File: src/rtl/plids_pkg.sv
// Shared constants, codes and types for the positional list engine.
`default_nettype none

package plids_pkg;

	// Default list capacity and fixed field widths
	localparam int CAPACITY_DEF = 64;
	localparam int CW = 7;
	localparam int VW = 8;
	localparam int TW = 2;
	localparam int SW = 3;

	// Request codes
	localparam logic [TW-1:0] REQ_INSERT = 2'd0;
	localparam logic [TW-1:0] REQ_DELETE = 2'd1;
	localparam logic [TW-1:0] REQ_SEARCH = 2'd2;
	localparam logic [TW-1:0] REQ_UNUSED = 2'd3;

	// Result status codes
	localparam logic [SW-1:0] ST_DONE     = 3'd0;
	localparam logic [SW-1:0] ST_FULL     = 3'd1;
	localparam logic [SW-1:0] ST_BADPOS   = 3'd2;
	localparam logic [SW-1:0] ST_EMPTY    = 3'd3;
	localparam logic [SW-1:0] ST_FOUND    = 3'd4;
	localparam logic [SW-1:0] ST_NOTFOUND = 3'd5;

	// Result word handed from the sequencer to the output register
	typedef struct packed {
		logic          valid;
		logic [SW-1:0] status;
		logic [CW-1:0] match_position;
		logic [CW-1:0] count;
		logic          last;
	} rsp_load_t;

endpackage

`default_nettype wire

File: src/rtl/plids_if.sv
// Request and result channel interfaces of the positional list engine.
`default_nettype none

interface plids_req_if;
	logic                     valid;
	logic                     ready;
	logic [plids_pkg::TW-1:0] req_type;
	logic [plids_pkg::CW-1:0] position;
	logic [plids_pkg::VW-1:0] value;

	modport source (output valid, output req_type, output position, output value,
		input ready);
	modport sink (input valid, input req_type, input position, input value,
		output ready);
endinterface

interface plids_rsp_if;
	logic                     valid;
	logic                     ready;
	logic [plids_pkg::SW-1:0] status;
	logic [plids_pkg::CW-1:0] match_position;
	logic [plids_pkg::CW-1:0] count;
	logic                     last;

	modport source (output valid, output status, output match_position, output count,
		output last, input ready);
	modport sink (input valid, input status, input match_position, input count,
		input last, output ready);
endinterface

`default_nettype wire

File: src/rtl/plids_store.sv
// Entry memory: one write port, one read port with registered read data.
`default_nettype none

module plids_store #(
	parameter int CAPACITY = plids_pkg::CAPACITY_DEF,
	parameter int AW       = $clog2(CAPACITY)
) (
	input  wire logic                     clk,
	input  wire logic                     we,
	input  wire logic [AW-1:0]            waddr,
	input  wire logic [plids_pkg::VW-1:0] wdata,
	input  wire logic                     re,
	input  wire logic [AW-1:0]            raddr,
	output logic      [plids_pkg::VW-1:0] rdata
);
	import plids_pkg::*;

	logic [VW-1:0] mem_q [CAPACITY];
	logic [VW-1:0] rdata_q;

	// Write an entry
	always_ff @(posedge clk) begin
		if (we) begin
			mem_q[waddr] <= wdata;
		end
	end

	// Read an entry; hold the word until the next read
	always_ff @(posedge clk) begin
		if (re) begin
			rdata_q <= mem_q[raddr];
		end
	end

	assign rdata = rdata_q;

endmodule

`default_nettype wire

File: src/rtl/plids_seq.sv
// Sequencer: checks requests, steps shifts and searches through the entry memory.
`default_nettype none

module plids_seq #(
	parameter int CAPACITY = plids_pkg::CAPACITY_DEF,
	parameter int AW       = $clog2(CAPACITY)
) (
	input  wire logic                     clk,
	input  wire logic                     arst_n,
	plids_req_if.sink                     req,
	input  wire logic                     load_ok,
	output plids_pkg::rsp_load_t          ld,
	output logic                          mem_we,
	output logic      [AW-1:0]            mem_waddr,
	output logic      [plids_pkg::VW-1:0] mem_wdata,
	output logic                          mem_re,
	output logic      [AW-1:0]            mem_raddr,
	input  wire logic [plids_pkg::VW-1:0] mem_rdata
);
	import plids_pkg::*;

	typedef enum logic [3:0] {
		S_IDLE,
		S_INS_RD,
		S_INS_WR,
		S_INS_PUT,
		S_DEL_RD,
		S_DEL_WR,
		S_SRCH_RD,
		S_SRCH_CMP,
		S_EMIT
	} state_t;

	state_t        state_q;
	logic [CW-1:0] count_q;
	logic [CW-1:0] idx_q;
	logic [CW-1:0] pos_q;
	logic [VW-1:0] val_q;
	logic          have_q;
	logic [CW-1:0] pend_pos_q;
	logic [SW-1:0] res_status_q;
	logic [CW-1:0] res_pos_q;

	logic [CW-1:0] idx_m1;
	logic [CW-1:0] idx_p1;
	logic [CW-1:0] pos_m1;
	logic [CW-1:0] cap_w;
	logic          ins_more;
	logic          del_more;
	logic          srch_more;
	logic          hit;

	assign cap_w     = CW'(CAPACITY);
	assign idx_m1    = idx_q - CW'(1);
	assign idx_p1    = idx_q + CW'(1);
	assign pos_m1    = pos_q - CW'(1);
	assign ins_more  = (idx_q >= pos_q);
	assign del_more  = (idx_p1 < count_q);
	assign srch_more = (idx_q < count_q);
	assign hit       = (mem_rdata == val_q);

	assign req.ready = (state_q == S_IDLE);

	// Drive the memory ports and the result word from the current step
	always_comb begin
		mem_we    = 1'b0;
		mem_waddr = idx_q[AW-1:0];
		mem_wdata = mem_rdata;
		mem_re    = 1'b0;
		mem_raddr = idx_q[AW-1:0];
		ld        = '0;
		case (state_q)
			S_INS_RD: begin
				mem_re    = ins_more;
				mem_raddr = idx_m1[AW-1:0];
			end
			S_INS_WR: begin
				mem_we = 1'b1;
			end
			S_INS_PUT: begin
				mem_we    = 1'b1;
				mem_waddr = pos_m1[AW-1:0];
				mem_wdata = val_q;
			end
			S_DEL_RD: begin
				mem_re    = del_more;
				mem_raddr = idx_p1[AW-1:0];
			end
			S_DEL_WR: begin
				mem_we = 1'b1;
			end
			S_SRCH_RD: begin
				mem_re = srch_more;
			end
			S_SRCH_CMP: begin
				// a new hit releases the previous one, which is then not the last
				if (hit && have_q) begin
					ld.valid          = 1'b1;
					ld.status         = ST_FOUND;
					ld.match_position = pend_pos_q;
					ld.count          = count_q;
					ld.last           = 1'b0;
				end
			end
			S_EMIT: begin
				ld.valid          = 1'b1;
				ld.status         = res_status_q;
				ld.match_position = res_pos_q;
				ld.count          = count_q;
				ld.last           = 1'b1;
			end
			default: begin
			end
		endcase
	end

	// Advance the sequencer
	always_ff @(posedge clk or negedge arst_n) begin
		if (!arst_n) begin
			state_q <= S_IDLE;
			count_q <= '0;
			have_q  <= 1'b0;
		end else begin
			case (state_q)
				S_IDLE: begin
					if (req.valid) begin
						pos_q     <= req.position;
						val_q     <= req.value;
						res_pos_q <= '0;
						case (req.req_type)
							REQ_INSERT: begin
								if (count_q >= cap_w) begin
									res_status_q <= ST_FULL;
									state_q      <= S_EMIT;
								end else if (req.position == '0 ||
										req.position > count_q + CW'(1)) begin
									res_status_q <= ST_BADPOS;
									state_q      <= S_EMIT;
								end else begin
									idx_q   <= count_q;
									state_q <= S_INS_RD;
								end
							end
							REQ_DELETE: begin
								if (count_q == '0) begin
									res_status_q <= ST_EMPTY;
									state_q      <= S_EMIT;
								end else if (req.position == '0 ||
										req.position > count_q) begin
									res_status_q <= ST_BADPOS;
									state_q      <= S_EMIT;
								end else begin
									idx_q   <= req.position - CW'(1);
									state_q <= S_DEL_RD;
								end
							end
							REQ_SEARCH: begin
								idx_q   <= '0;
								have_q  <= 1'b0;
								state_q <= S_SRCH_RD;
							end
							default: begin
								// unused request: drop it
								state_q <= S_IDLE;
							end
						endcase
					end
				end
				S_INS_RD: begin
					state_q <= ins_more ? S_INS_WR : S_INS_PUT;
				end
				S_INS_WR: begin
					idx_q   <= idx_m1;
					state_q <= S_INS_RD;
				end
				S_INS_PUT: begin
					count_q      <= count_q + CW'(1);
					res_status_q <= ST_DONE;
					state_q      <= S_EMIT;
				end
				S_DEL_RD: begin
					if (del_more) begin
						state_q <= S_DEL_WR;
					end else begin
						count_q      <= count_q - CW'(1);
						res_status_q <= ST_DONE;
						state_q      <= S_EMIT;
					end
				end
				S_DEL_WR: begin
					idx_q   <= idx_p1;
					state_q <= S_DEL_RD;
				end
				S_SRCH_RD: begin
					if (srch_more) begin
						state_q <= S_SRCH_CMP;
					end else if (have_q) begin
						res_status_q <= ST_FOUND;
						res_pos_q    <= pend_pos_q;
						state_q      <= S_EMIT;
					end else begin
						res_status_q <= ST_NOTFOUND;
						state_q      <= S_EMIT;
					end
				end
				S_SRCH_CMP: begin
					// hold while an earlier hit waits for the output register
					if (!(hit && have_q && !load_ok)) begin
						if (hit) begin
							pend_pos_q <= idx_p1;
							have_q     <= 1'b1;
						end
						idx_q   <= idx_p1;
						state_q <= S_SRCH_RD;
					end
				end
				S_EMIT: begin
					if (load_ok) begin
						state_q <= S_IDLE;
					end
				end
				default: begin
					state_q <= S_IDLE;
				end
			endcase
		end
	end

endmodule

`default_nettype wire

File: src/rtl/positional_list_insert_delete_search_unit.sv
// Top level of the positional list engine: sequencer, entry memory, result register.
//
//   channel | dir | words                       | payload
//   req     | in  | one per request             | req_type, position, value
//   rsp     | out | 1 per insert/delete, 1..N   | status, match_position, count, last
//           |     | per search                  |
//
// While busy, each step of a request is one memory read and one write or compare on
// the single port pair of the entry memory; output stalls add to the busy time.
// Failed requests go straight to their result word without a memory access.
// Reset clears the count and the sequencer; the entries are not cleared.
// The result register lets the next request in while the last word waits; a stalled
// output holds the sequencer only when a further word must be issued.
`default_nettype none

module positional_list_insert_delete_search_unit #(
	parameter int CAPACITY = plids_pkg::CAPACITY_DEF
) (
	input  wire logic clk,
	input  wire logic arst_n,
	plids_req_if.sink req,
	plids_rsp_if.source rsp
);
	import plids_pkg::*;

	localparam int AW = $clog2(CAPACITY);

	rsp_load_t     ld;
	logic          load_ok;
	logic          mem_we;
	logic [AW-1:0] mem_waddr;
	logic [VW-1:0] mem_wdata;
	logic          mem_re;
	logic [AW-1:0] mem_raddr;
	logic [VW-1:0] mem_rdata;

	logic          out_valid_q;
	logic [SW-1:0] out_status_q;
	logic [CW-1:0] out_pos_q;
	logic [CW-1:0] out_count_q;
	logic          out_last_q;

	plids_seq #(.CAPACITY(CAPACITY), .AW(AW)) u_seq (
		.clk       (clk),
		.arst_n    (arst_n),
		.req       (req),
		.load_ok   (load_ok),
		.ld        (ld),
		.mem_we    (mem_we),
		.mem_waddr (mem_waddr),
		.mem_wdata (mem_wdata),
		.mem_re    (mem_re),
		.mem_raddr (mem_raddr),
		.mem_rdata (mem_rdata)
	);

	plids_store #(.CAPACITY(CAPACITY), .AW(AW)) u_store (
		.clk   (clk),
		.we    (mem_we),
		.waddr (mem_waddr),
		.wdata (mem_wdata),
		.re    (mem_re),
		.raddr (mem_raddr),
		.rdata (mem_rdata)
	);

	assign load_ok = !out_valid_q || rsp.ready;

	// Hold the result word until taken
	always_ff @(posedge clk or negedge arst_n) begin
		if (!arst_n) begin
			out_valid_q <= 1'b0;
		end else if (ld.valid && load_ok) begin
			out_valid_q <= 1'b1;
		end else if (rsp.ready) begin
			out_valid_q <= 1'b0;
		end
	end

	// Capture the result payload
	always_ff @(posedge clk) begin
		if (ld.valid && load_ok) begin
			out_status_q <= ld.status;
			out_pos_q    <= ld.match_position;
			out_count_q  <= ld.count;
			out_last_q   <= ld.last;
		end
	end

	assign rsp.valid          = out_valid_q;
	assign rsp.status         = out_status_q;
	assign rsp.match_position = out_pos_q;
	assign rsp.count          = out_count_q;
	assign rsp.last           = out_last_q;

endmodule

`default_nettype wire

File: src/flat_wrapper.sv
// flat-port wrapper written by rule: the top's interface ports become plain ports
module positional_list_insert_delete_search_unit_flat import plids_pkg::*;
#(
	parameter int CAPACITY = plids_pkg::CAPACITY_DEF
)
  (clk, arst_n, req_valid, req_req_type, req_position, req_value, req_ready, rsp_valid, rsp_status, rsp_match_position, rsp_count, rsp_last, rsp_ready);
  plids_req_if req_i ();
  plids_rsp_if rsp_i ();
  input  wire logic clk;
  input  wire logic arst_n;
  input wire logic [$bits(req_i.valid)-1:0] req_valid;
  input wire logic [$bits(req_i.req_type)-1:0] req_req_type;
  input wire logic [$bits(req_i.position)-1:0] req_position;
  input wire logic [$bits(req_i.value)-1:0] req_value;
  output wire logic [$bits(req_i.ready)-1:0] req_ready;
  output wire logic [$bits(rsp_i.valid)-1:0] rsp_valid;
  output wire logic [$bits(rsp_i.status)-1:0] rsp_status;
  output wire logic [$bits(rsp_i.match_position)-1:0] rsp_match_position;
  output wire logic [$bits(rsp_i.count)-1:0] rsp_count;
  output wire logic [$bits(rsp_i.last)-1:0] rsp_last;
  input wire logic [$bits(rsp_i.ready)-1:0] rsp_ready;
  assign req_i.valid = req_valid;
  assign req_i.req_type = req_req_type;
  assign req_i.position = req_position;
  assign req_i.value = req_value;
  assign req_ready = req_i.ready;
  assign rsp_valid = rsp_i.valid;
  assign rsp_status = rsp_i.status;
  assign rsp_match_position = rsp_i.match_position;
  assign rsp_count = rsp_i.count;
  assign rsp_last = rsp_i.last;
  assign rsp_i.ready = rsp_ready;
  positional_list_insert_delete_search_unit #(.CAPACITY(CAPACITY)) u_core (.clk(clk), .arst_n(arst_n), .req(req_i), .rsp(rsp_i));
endmodule
File: config.mk
export PLATFORM = sky130hd
export DESIGN_NAME = positional_list_insert_delete_search_unit_flat
export DESIGN_NICKNAME = d
export VERILOG_FILES = /design/src/rtl/plids_pkg.sv /design/src/rtl/plids_if.sv /design/src/rtl/plids_store.sv /design/src/rtl/plids_seq.sv /design/src/rtl/positional_list_insert_delete_search_unit.sv /design/src/flat_wrapper.sv
export SDC_FILE = /design/constraint.sdc
export NUM_CORES = 1
export LEC_CHECK = 0
export BUFFER_PORTS_ARGS = -buffer_cell sky130_fd_sc_hd__buf_2
export CORE_UTILIZATION = 63
export DETAILED_ROUTE_END_ITERATION = 16
export PLACE_DENSITY = 0.83
export SKIP_CTS_REPAIR_TIMING = 1
export SLEW_MARGIN = 20
export SYNTH_ARGS = -nofsm -noshare
export SYNTH_HDL_FRONTEND = slang
export SYNTH_SLANG_ARGS = --single-unit
export TNS_END_PERCENT = 10
File: constraint.sdc
create_clock -name clk -period 4.5 [get_ports clk]
set_input_delay 0 -clock clk [delete_from_list [all_inputs] [get_ports clk]]
set_output_delay 0 -clock clk [all_outputs]
set_load 0.005 [all_outputs]
# After elaboration in Yosys (flattened, before gate mapping)
# Memories as Yosys holds them, arrays and structs flattened. A register that Yosys moved wholly into a read port is not among the register bits.
# Index checks and enable logic that the tools add are counted.
op_classes:
  n_addsub: 6
  mul: 0
  div_mod_pow: 0
  order_cmp: 6
  eq_ne: 27
  shifts: 0
  muxes: 52
  bitwise_logic: 1
  reduce_logical: 27
ops:
  columns: ["operator", "n"]
  rows:
  - ["two-way mux 7 bit", 10]
  - ["one-hot mux 19 bit (2 select lines)", 1]
  - ["two-way mux 4 bit", 9]
  - ["one-hot mux 4 bit (9 select lines)", 1]
  - ["one-hot mux 7 bit (2 select lines)", 2]
  - ["one-hot mux 7 bit (4 select lines)", 1]
  - ["two-way mux 3 bit", 7]
  - ["one-hot mux 7 bit (3 select lines)", 1]
  - ["subtractor 7 x 1 -> 7 bit, second input constant", 3]
  - ["two-way mux 19 bit", 1]
  - ["equality test 4 x 3 -> 1 bit, second input constant", 4]
  - ["adder 7 x 1 -> 7 bit, second input constant", 2]
  - ["greater-than comparator 7 bit", 2]
  - ["logical NOT 7 bit", 2]
  - ["< comparator 7 bit", 2]
  - ["!= test 2 bit, second input constant", 6]
  - ["!= test 3 bit, second input constant", 4]
  - ["one-hot mux 3 bit (4 select lines)", 1]
  - ["one-hot mux 4 bit (3 select lines)", 1]
  - ["one-hot mux 6 bit (2 select lines)", 1]
  - ["two-way mux 1 bit", 11]
  - ["AND reduction 5 bit", 2]
  - ["AND reduction 9 bit", 1]
  - ["equality test 4 x 2 -> 1 bit, second input constant", 2]
  - ["30 further kinds", 42]
totals:
  register_bits: 70
  latch_bits: 0
  ram_bits: 512
  mem_bits_ro: 0
  in_bits: 21
  wordCells: 134
  mem_count: 1
memory_table:
  columns: ["name", "depth", "width", "read_ports", "rd_ports_with_merged_regs", "write_ports", "line", "text"]
  rows:
  - ["u_core.u_store.mem_q", 64, 8, 1, 1, 1, "plids_store.sv:18", "logic [VW-1:0] mem_q [CAPACITY];"]

# Depth between registers and ports, before layout
# Gate-level depths: netlist (run 1).
depth:
  depth_word: 8
  mapped_depth: 14

# Cells and area by module
# From an unflattened synthesis (run 1), not the netlist that was laid out.
hier_totals:
  cells_unflattened: 1407
  hier_area_um2: 25035.3
by_module_without_submodules:
  columns: ["module", "n_inst", "cells_each", "area_per_inst_um2"]
  rows:
  - ["plids_store", 1, 940, 20246.9]
  - ["plids_seq", 1, 445, 4194.0]
  - ["positional_list_insert_delete_search_unit", 1, 22, 594.3]

# Worst setup path before layout (run 1)
# No wires, ideal clock.
synth_timing:
  kind: "register to register"
  from: "reg u_core.u_seq.idx_q[1]"
  to: "reg u_core.u_store.rdata_q[0] (netlist: u_core.u_store.rdata[0]), read port of u_core.u_store.mem_q, enable pin"
  setup_ps: 375
  t_arrival_ps: 2725
  required_time_ps: 4125
  path_slack_ps: 1400
  path_stages_with_launch: 12
  path_buffers: 1
  period_less_slack_ps: 3100
  path_cell_list: "edfxtp_1 clkbuf_1 inv_1 ha_1 ha_1 a21boi_0 o21a_1 o21a_1 o2111ai_1 nand2_1 o32ai_1 o21bai_1"
synth_between:
  elab_chain_len: 3
synth_rtl:
  columns: ["element", "line", "text"]
  rows:
  - ["start: declaration", "plids_seq.sv:36", "logic [CW-1:0] idx_q;"]
  - ["start signal: assignment", "plids_seq.sv:140", "idx_q <= count_q;"]
  - ["start signal: assignment", "plids_seq.sv:153", "idx_q <= req.position - CW'(1);"]
  - ["start signal: assignment", "plids_seq.sv:173", "idx_q <= idx_m1;"]
  - ["adder 7 x 1 -> 7 bit", "plids_seq.sv:55", "assign idx_p1 = idx_q + CW'(1);"]
  - ["named net u_core.u_seq.idx_p1[1]", "plids_seq.sv:45", "logic [CW-1:0] idx_p1;"]
  - ["< comparator 7 bit", "plids_seq.sv:58", "assign del_more = (idx_p1 < count_q);"]
  - ["one-hot mux 1 bit (3 select lines)", "plids_seq.sv:72", "case (state_q)"]
  - ["named net u_core.mem_re", "positional_list_insert_delete_search_unit.sv:33", "logic mem_re;"]
  - ["end: declaration", "plids_store.sv:19", "logic [VW-1:0] rdata_q;"]
# The timed path passes the listed nets, and every way through them passes these cells.
# A chain may end at the register's enable or synchronous reset.

# Final worst setup path (run 1)
layout_timing:
  from: "reg u_core.u_seq.state_q[0]"
  to: "reg u_core.u_store.rdata_q[7] (netlist: u_core.u_store.rdata[7]), read port of u_core.u_store.mem_q, data pin"
layout_between:
  elab_chain_len: 2
layout_rtl:
  columns: ["element", "line", "text"]
  rows:
  - ["start: declaration", "plids_seq.sv:34", "state_t state_q;"]
  - ["start signal: assignment", "plids_seq.sv:170", "state_q <= ins_more ? S_INS_WR : S_INS_PUT;"]
  - ["equality test 4 x 3 -> 1 bit or equality test 4 x 1 -> 1 bit (tied branches)", "plids_seq.sv:72", null]
  - ["one-hot mux 1 bit (3 select lines) or one-hot mux 6 bit (2 select lines) (tied branches)", "plids_seq.sv:72", null]
# Parallel ways exist; a longest one is shown, timed or not.

==> reports/metrics.csv, run 1 <==
stage,metric,value,unit
sta,f_max,238,MHz
sta,final hold slack,-0.0353,ns
setup_path,CP Data Required Time,4.97,ns
yosys,XOR/XNOR Fraction of Synth Area,0.0146,
placement,hpwl dp,44600,um
yosys,mux share of post-synthesis cell area,0.0398,
cts,Clock Tree Buf Depth,3,
power_and_ir_drop,Pwr Density,626,nW/um^2
worst_hold_path,worst min-delay path category,input port to register,
setup_path,cell depth of the worst flop-to-flop path,8,
global_routing,grt ovf,0,
cts,Root Buffer,clkbuf_16,
sta,crit path time final,4.20,ns
sta,Final Setup Violations,0,
sta,Final Hold Viols,1,
final_layout,"Core Util, Final",0.718,
floorplanning,Core ar.,40000,um^2
setup_path,Critical path origin,u_core.u_seq.state_q[0],
floorplanning,Die H,204,um
drt,Routed WL per cell,26.8,um
global_routing,vias in the first global route,16700,
outcome,outcome,"complete, but fails checks",
power_and_ir_drop,P_leak,9.95,nW
sta,max-slew violations,0,
drt,post-DR vias/cell,6.74,
sta,RSZ-0062 raised after global routing,false,
setup_path,crit path max fanout,18,
yosys,number of synthesized flops with an enable pin,577,
setup_path,worst flop-to-flop path startpoint,u_core.u_seq.state_q[0],
placement,gpl congestion,0.961,
yosys,sequential-to-total area share from yosys stat,0.686,
global_routing,Total GRT Usage,0.335,
drt,drt drc,0,
yosys,Synth Area in Compound Gates,0.0753,
final_layout,Final nets,2067,
global_routing,first-pass GRT wire length,102000,um
flow_run,Max Cap Violations,0,
cts,CTS Buf Count,56,
yosys,top post-synthesis cells by area,"edfxtp_1, nand2_1, nand3_1, ha_1, mux2i_1",
setup_path,Setup CP Type,register to register,
floorplanning,die span in x,204,um
drt,TritonRoute pass-1 iters,6,
yosys,post-synthesis cell type count,79,
floorplanning,site row count,73,
floorplanning,initial core utilization,0.643,
sta,clock skew,0.0187,ns
yosys,ys flop type,edfxtp_1,
drt,Final ANT Viol Nets,0,
yosys,largest family of logic cells by synthesized area,simple AND/OR/NAND/NOR gates,
cts,clock sink total,590,
drt,1st-iter DRT viols,2476,
yosys,Syn Nets,1997,
floorplanning,die footprint,41600,um^2
final_layout,share of layout cells above drive strength 1,0.113,
yosys,Netlist Area Pre-Place,25700,um^2
worst_hold_path,hold_sp,req_req_type[0],
sta,setup TNS,0,ns
cts,Clock Pin Slew Worst Setup and Hold Paths,0.06,ns
sta,Worst-Margin Slew,1.19,ns
sta,final critical-path share of the clock period,0.933,
setup_path,FF-to-FF End,u_core.u_store.rdata[7],
yosys,Yosys top cell by area,edfxtp_1,
cts,H-tree levels,2,
sta,relative slew slack,0.203,
yosys,"FFs w/ async S/R, synth",0.0220,
setup_path,R2R Setup Slk,0.30,ns
setup_path,Startpoint Class,register,
final_layout,area delta synth->final,11.6,%
worst_hold_path,"Endpoint, Worst Hold",u_core.u_seq.state_q[2],
power_and_ir_drop,VDD IR max,0.000499,V
floorplanning,Top Ports,41,
global_routing,initial antenna violation count,1,
setup_path,crit end category,register,
cts,"Clk Latency, worst-skew pair",0.62,ns
outcome,failing checks,hold timing,
yosys,synthesized area per cell,13.3,um^2
yosys,Adder-Cell Fraction of Synth Area,0.0219,
yosys,simple-gate area share of the yosys netlist,0.138,
placement,number of I/O port buffers,40,
yosys,post-synth top area share,0.674,
yosys,Gate Count Post-Synth,1931,
global_routing,largest net degree at the start of global routing,99,
drt,Post-Route WL,69100,um
yosys,Synth Register Bits,590,
drt,Vias,17400,
worst_hold_path,Hold Path Cell Cnt,6,
cts,CTS tree,yes,
setup_path,crit path DAT,4.67,ns
yosys,synth warn,0,
-- per-layer routing --
layer	GRT usage	vias to the layer above	routed length, um
met4	0.164	0	3380
li1	-	7432	-
met1	0.448	8536	25500
met5	0	-	0
met2	0.528	1200	32700
met3	0.0702	201	7650
-- kinds of logic after synthesis --
group	Yosys count
AOI/OAI and AO/OA	262
xor gates and xnor gates	40
adders and majority gates	45
buffers and inverters	133
DFF	590
muxes	81
and+or+nand+nor	780
-- through the flow --
| step | total power [mW] | cells | area, um^2 | setup slack, ns |
|---|---|---|---|---|
| 5_1_grt | 18.6 | 2573 | 28700 | 0.200 |
| 6_report | 18.0 | 2576 | 28700 | 0.300 |
| 2_1_floorplan | 11.2 | 1931 | 25700 | 1.40 |
| 3_5_place_dp | 13.2 | 2447 | 26700 | 0.410 |
| 3_3_place_gp | 13.0 | 2447 | 26700 | 0.468 |
| 4_1_cts | 17.8 | 2552 | 28500 | 0.377 |
-- critical path: stages (launching register included) --
cell      delay, ns
dfrtp_1        0.77
or4b_1         0.65
a21o_1         0.22
a31oi_1        0.47
o211ai_1       0.48
a221oi_1       0.75
o21ai_1        0.30
and4_1         0.30
nand4_1        0.11
-- worst max path at each step --
stage	endpoint	depth (start not counted)
2_1_floorplan	u_core.u_store.rdata[0]	11
3_3_place_gp	u_core.u_store.rdata[1]	10
3_5_place_dp	u_core.u_store.rdata[1]	10
4_1_cts	u_core.u_store.rdata[1]	10
5_1_grt	u_core.u_store.rdata[7]	11
6_report	u_core.u_store.rdata[7]	8
-- synthesized netlist by cell type, types with 4 or more instances --
cell type  number
a211o_1         4
buf_4           7
a21boi_0        4
buf_6           6
o22ai_1         7
nor2b_1         7
nand3b_1        6
a311oi_1       40
nand2_1       354
a221oi_2        6
a221oi_1        7
nand2b_1       13
ha_1           45
o21a_1          5
inv_1          25
xor2_1          7
a211oi_1       27
dfrtp_1        13
a22oi_1        11
mux2i_1        55
buf_2          36
nor2_1        132
a21o_1         18
a22o_1          8
buf_1           4
nand4_1        24
clkbuf_1       53
and3_1         41
edfxtp_1      577
a21oi_1        33
or3_1           6
o21ai_0        39
xnor2_1        31
nor3_1         27
and2_1         13
mux2_2         10
a31oi_1        17
nand3_1       123
a32oi_1         7
mux4_2         16
and4_1         11
-- power breakdown --
group          internal (mW)  switching [mW]  total [mW]  leakage, nW
combinational           2.07            4.29        6.36         3.69
sequential              6.72           0.221        6.94         5.37
clock                   2.66            2.03        4.69        0.883
total                   11.4            6.55        18.0         9.95
-- state kept, by name, indices dropped and copies added (netlist names) --
register	flops
u_core.u_store.mem_q	512
u_core.u_seq.val_q	8
u_core.u_store.rdata	8
u_core.rsp.count	7
u_core.rsp.match_position	7
u_core.u_seq.count_q	7
u_core.u_seq.idx_q	7
u_core.u_seq.pend_pos_q	7
u_core.u_seq.pos_q	7
u_core.u_seq.res_pos_q	7
u_core.u_seq.state_q	4
u_core.rsp.status	3
u_core.u_seq.res_status_q	3
u_core.rsp.last	1
u_core.rsp.valid	1
u_core.u_seq.have_q	1
-- cell usage in the layout, fill, tap and decap left out, types with 16 or more instances in the layout --
master           n
ha_1            45
edfxtp_1       577
nand3_1        123
a31oi_1         17
xnor2_1         29
buf_2           40
a21oi_1         32
mux2i_1         55
dlygate4sd3_1   21
a211oi_1        27
nand2_1        353
nor3_1          26
nand4_1         24
clkbuf_16       58
mux4_2          16
and3_1          41
o21ai_0         39
a311oi_1        40
nor2_1         132
buf_4           49
inv_1           25
a21o_1          18
-- layout make-up --
type	instances	area, um^2
clock inverter	33	298
multi-input combinational	1208	7530
fill	2469	11300
antenna	3	7.51
sequential	590	17700
clock buffer	72	1510
tap	525	657
inverter	26	97.6
timing repair buffer	119	958
(Power assumes the default switching activity.)
==> inputs of run 2 (changes only) <==
Settings changed: CORE_ASPECT_RATIO set to 1.25.
==> run 2 against run 1 <==
  * The run now ends clean
  * Die area barely moved
  * Wire length down 1.5%
  * Clock power decreased by 3%
  * Largest cell class unchanged
  * Combinational power rose by 2%
  * Maximum frequency is 1.9% higher
  * Utilization is 0.48 points lower
  * Final area decreased by 0.14%
  * Non-clock buffer count decreased by 1
  * Via count down 0.55%
  * Clock skew rose by 0.0024 ns
  * Register-to-register slack better by 0.08 ns
  * Cell count grew 0.54%
==> reports/metrics.csv, run 2 (synthesized netlist as in run 1, its figures left out) <==
stage,metric,value,unit
final_layout,final non-filler cell total,2590,
power_and_ir_drop,P_leak,9.92,nW
cts,Root Buffer,clkbuf_16,
sta,clock skew,0.0211,ns
final_layout,"commonest non-fill, non-tap cells in the layout","edfxtp_1, nand2_1, nor2_1",
setup_path,Startpoint Class,register,
setup_path,worst flop-to-flop path startpoint,u_core.u_seq.idx_q[1],
setup_path,crit end category,register,
cts,Clock Pin Slew Worst Setup and Hold Paths,0.07,ns
sta,Worst-Margin Slew,1.16,ns
sta,relative slew slack,0.223,
final_layout,"commonest non-fill, non-tap cell in the layout",edfxtp_1,
global_routing,vias in the first global route,16800,
global_routing,first-pass GRT wire length,101000,um
worst_hold_path,worst min-delay path category,input port to register,
drt,1st-iter DRT viols,2296,
final_layout,largest register by flop count,u_core.u_store.mem_q,
setup_path,crit path DAT,4.56,ns
power_and_ir_drop,Pwr Density,627,nW/um^2
placement,dpl ws,0.490,ns
floorplanning,site row count,82,
floorplanning,initial core utilization,0.640,
sta,setup ws final,0.378,ns
final_layout,Final nets,2065,
sta,Final Setup Violations,0,
setup_path,Setup CP Type,register to register,
sta,setup TNS,0,ns
floorplanning,Die H,228,um
placement,Cells after DPL,2467,
sta,f_max,243,MHz
floorplanning,Top Ports,41,
cts,CTS Buf Count,55,
final_layout,Fillers,2491,
final_layout,share of layout cells above drive strength 1,0.114,
power_and_ir_drop,VDD IR max,0.000422,V
worst_hold_path,hold_sp,req_req_type[0],
flow_run,Max Cap Violations,0,
floorplanning,die span in x,183,um
placement,hpwl dp,43600,um
sta,final hold slack,0.0515,ns
global_routing,initial antenna violation count,0,
outcome,outcome,finished clean,
sta,final critical-path share of the clock period,0.916,
sta,crit path time final,4.12,ns
floorplanning,die footprint,41700,um^2
sta,RSZ-0062 raised after global routing,false,
final_layout,n_diodes,0,
drt,Post-Route WL,68100,um
final_layout,area delta synth->final,11.5,%
sta,Final Hold Viols,0,
cts,clock sink total,590,
drt,Final ANT Viol Nets,0,
cts,Clock Tree Buf Depth,3,
drt,Routed WL per cell,26.3,um
drt,post-DR vias/cell,6.67,
setup_path,R2R Setup Slk,0.38,ns
sta,max-slew violations,0,
cts,H-tree levels,2,
placement,number of I/O port buffers,40,
floorplanning,Core ar.,40200,um^2
placement,gpl congestion,0.985,
setup_path,Critical path origin,u_core.u_seq.idx_q[1],
drt,TritonRoute pass-1 iters,6,
global_routing,Total GRT Usage,0.327,
drt,Vias,17300,
global_routing,largest net degree at the start of global routing,99,
cts,"Clk Latency, worst-skew pair",0.60,ns
global_routing,grt ovf,0,
setup_path,CP Data Required Time,4.94,ns
cts,CTS tree,yes,
drt,drt drc,0,
final_layout,max reg flops,512,
setup_path,crit path max fanout,16,
## run 2: cell types whose count changed in the layout (fill, tap and decap cells not counted), sizes merged
cell / delta
clkinv: -3
diode: -3
bufinv: -1
buf: -1
clkbuf: -4
inv: +4
clkinvlp: +1
## run 2: report_power, final
| group | internal, mW | total, mW | switching [mW] |
|---|---|---|---|
| clock network | 2.55 | 4.57 | 2.01 |
| logic | 2.07 | 6.47 | 4.40 |
| registers | 6.72 | 6.93 | 0.217 |
| total | 11.3 | 18.0 | 6.63 |
## run 2: final cells by class
class                           count  area (um^2)  share of cell area
Clock inverter                     34          292              0.0102
Sequential cell                   590        17700               0.616
Multi-Input combinational cell   1208         7530               0.263
Tap cell                          546          683              0.0238
Inverter                           26         97.6             0.00340
Clock buffer                       68         1470              0.0512
Timing Repair Buffer              118          951              0.0332
## run 2: worst paths after layout
check,to,cells past startpoint
max,u_core.u_store.rdata[1],11
min,u_core.u_seq.state_q[2],6
max reg2reg,u_core.u_store.rdata[1],11
min reg2reg,u_core.rsp.status[0],1
max in group asynchronous,u_core.u_seq.count_q[5],3
min in group asynchronous,u_core.rsp.valid,3
## run 2: metal layers
metal	vias up	wire, um	GRT usage
li1	7408	-	-
met5	-	0	0
met1	8377	23300	0.409
met2	1226	33000	0.538
met3	263	7060	0.0552
met4	0	4760	0.196
## run 2: critical path: stages, from the launching register on
cell	delay, ns
edfxtp_1	0.64
inv_1	0.12
ha_1	0.45
nand2_1	0.09
o22ai_1	0.41
a21o_1	0.65
nor2_1	0.39
buf_4	0.27
a32oi_1	0.17
nand4_1	0.36
and4_1	0.34
nand4_1	0.07
## run 2: per-stage QoR
stage | cell area, um^2 | power (mW) | util
final | 28700 | 18.0 | 0.713
after global placement | 26700 | 13.1 | 0.664
after CTS | 28500 | 17.8 | 0.708
after detailed placement | 26700 | 13.3 | 0.664
after global routing | 28700 | 18.6 | 0.713
after floorplan | 25700 | 11.2 | -
==> inputs of run 3 (changes only) <==
==> constraint.sdc (replaced) <==
create_clock -name clk -period 4.5 [get_ports clk]
set_input_delay 0.675 -clock clk [delete_from_list [all_inputs] [get_ports clk]]
set_output_delay 0.675 -clock clk [all_outputs]
set_load 0.005 [all_outputs]
==> run 3 against run 2 <==
  * Total power decreased by 0.22%
  * Clock-buffer cell count stayed put
  * Non-clock buffer count is 21 lower
  * Worst setup slack got worse by 0.017 ns
  * Maximum frequency down 0.41%
  * Sequential share of layout area is 0.45 points higher
  * Cell count decreased by 0.81%
  * Largest power group unchanged
==> reports/metrics.csv, run 3 (synthesized netlist as in run 1, its figures left out) <==
stage,metric,value,unit
outcome,outcome,finished clean,
placement,number of I/O port buffers,40,
power_and_ir_drop,Cell Int Power,11.3,mW
setup_path,CP most frequent cell,nand4_1,
sta,max-slew violations,0,
drt,Vias,17200,
final_layout,max reg flops,512,
sta,Final Setup Violations,0,
power_and_ir_drop,Comb pwr share,0.359,
drt,drt drc,0,
sta,RSZ-0062 raised after global routing,false,
power_and_ir_drop,VDD IR max,0.000423,V
sta,final hold slack,0.0199,ns
setup_path,crit path max fanout,16,
floorplanning,site row count,82,
drt,post-DR vias/cell,6.68,
cts,Clock Tree Buf Depth,3,
floorplanning,die footprint,41700,um^2
global_routing,Total GRT Usage,0.327,
drt,Post-Route WL,67200,um
sta,clock skew,0.0213,ns
flow_run,Max Cap Violations,0,
floorplanning,Top Ports,41,
setup_path,crit path DAT,4.58,ns
setup_path,Setup CP Type,register to register,
setup_path,crit path cell chain,inv_1 > ha_1 > nand2_1 > o22ai_1 > a21o_1 > nor2_1 > buf_4 > a32oi_1 > nand4_1 > and4_1 > nand4_1,
final_layout,largest register by flop count,u_core.u_store.mem_q,
final_layout,n_diodes,0,
final_layout,"commonest non-fill, non-tap cells in the layout","edfxtp_1, nand2_1, nor2_1",
global_routing,grt ovf,0,
power_and_ir_drop,Clock power frac,0.254,
cts,Clock Pin Slew Worst Setup and Hold Paths,0.07,ns
drt,TritonRoute pass-1 iters,6,
cts,clock sink total,590,
setup_path,Startpoint Class,register,
power_and_ir_drop,switch share,0.368,
cts,"Clk Latency, worst-skew pair",0.60,ns
cts,CTS Buf Count,55,
setup_path,Critical path origin,u_core.u_seq.idx_q[1],
placement,gpl congestion,0.985,
worst_hold_path,worst min-delay path category,input port to async pin,
floorplanning,die span in x,183,um
power_and_ir_drop,P_leak,9.83,nW
sta,crit path time final,4.14,ns
setup_path,crit end category,register,
global_routing,vias in the first global route,16800,
sta,Final Hold Viols,0,
global_routing,initial antenna violation count,0,
power_and_ir_drop,power share of the sequential group,0.387,
cts,CTS tree,yes,
setup_path,Worst Path Buf+Inv,2,
cts,H-tree levels,2,
sta,final critical-path share of the clock period,0.920,
global_routing,first-pass GRT wire length,101000,um
sta,relative slew slack,0.180,
setup_path,"slowest stage delay, CP",0.65,ns
setup_path,CP Data Required Time,4.94,ns
power_and_ir_drop,Pwr Density,630,nW/um^2
floorplanning,Core ar.,40200,um^2
setup_path,"Max stage delay cell, worst path",edfxtp_1,
final_layout,Final nets,2044,
setup_path,Worst path top cell family by delay,simple AND/OR/NAND/NOR gates,
floorplanning,initial core utilization,0.640,
cts,Root Buffer,clkbuf_16,
drt,1st-iter DRT viols,2386,
global_routing,largest net degree at the start of global routing,99,
drt,Final ANT Viol Nets,0,
placement,hpwl dp,43600,um
final_layout,share of layout cells above drive strength 1,0.115,
sta,setup TNS,0,ns
power_and_ir_drop,net switching power,6.60,mW
sta,Worst-Margin Slew,1.23,ns
final_layout,"commonest non-fill, non-tap cell in the layout",edfxtp_1,
drt,Routed WL per cell,26.1,um
floorplanning,Die H,228,um
final_layout,area delta synth->final,10.7,%
sta,f_max,242,MHz
setup_path,worst flop-to-flop path startpoint,u_core.u_seq.idx_q[1],
## run 3: cell count changes in the layout (fill, tap and decap cells not counted), sizes merged
cell,delta
dlygate4sd3,-21
## run 3: final cells by class
class,instances,area (um^2)
clock buffers,68,1470
clock inverters,34,292
fillers,2531,11800
inverters,26,97.6
multi-input cells,1208,7530
flip-flops and latches,590,17700
well taps,546,683
repair buffers,97,741
## run 3: stage by stage
| step | utilization | std cells | setup slack, ns | total power, mW | area [um^2] |
|---|---|---|---|---|---|
| after floorplan | - | 1931 | 1.40 | 11.2 | 25700 |
| after global placement | 0.664 | 2467 | 0.586 | 13.1 | 26700 |
| after detailed placement | 0.664 | 2467 | 0.490 | 13.3 | 26700 |
| after CTS | 0.708 | 2569 | 0.409 | 17.8 | 28500 |
| after global routing | 0.708 | 2569 | 0.171 | 18.5 | 28500 |
| final | 0.708 | 2569 | 0.360 | 17.9 | 28500 |
## run 3: per-layer routing
layer | share of wire | vias to the layer above | GRT usage
met5 | 0 | - | 0
li1 | - | 7375 | -
met1 | 0.35 | 8310 | 0.409
met2 | 0.48 | 1220 | 0.538
met3 | 0.10 | 252 | 0.0552
met4 | 0.069 | 0 | 0.196
## run 3: power groups by stage
stage | Sequential [mW] | Clock [mW] | Combinational [mW]
finish | 6.93 | 4.56 | 6.44
global route | 6.95 | 4.76 | 6.81
CTS | 6.92 | 4.56 | 6.30
detailed placement | 7.04 | 0 | 6.24
global placement | 7.03 | 0 | 6.06
floorplan | 6.93 | 0 | 4.22
## run 3: worst reg2reg max path, cell delays in order, from the launching register on
cell and delay, ns:
edfxtp_1 0.65, inv_1 0.12, ha_1 0.45, nand2_1 0.09, o22ai_1 0.41, a21o_1 0.65
nor2_1 0.40, buf_4 0.27, a32oi_1 0.17, nand4_1 0.35, and4_1 0.34, nand4_1 0.07
## run 3: worst paths after layout
path                                                end  slack (ns)  cells after the start
worst max register to register  u_core.u_store.rdata[1]        0.36                     11
worst max-delay path            u_core.u_store.rdata[1]        0.36                     11
max in group asynchronous       u_core.u_seq.count_q[5]        4.17                      1
worst min-delay path                   u_core.rsp.valid        0.02                      1
worst min register to register     u_core.rsp.status[1]        0.53                      1
min in group clk                  u_core.u_seq.val_q[4]        0.25                      1
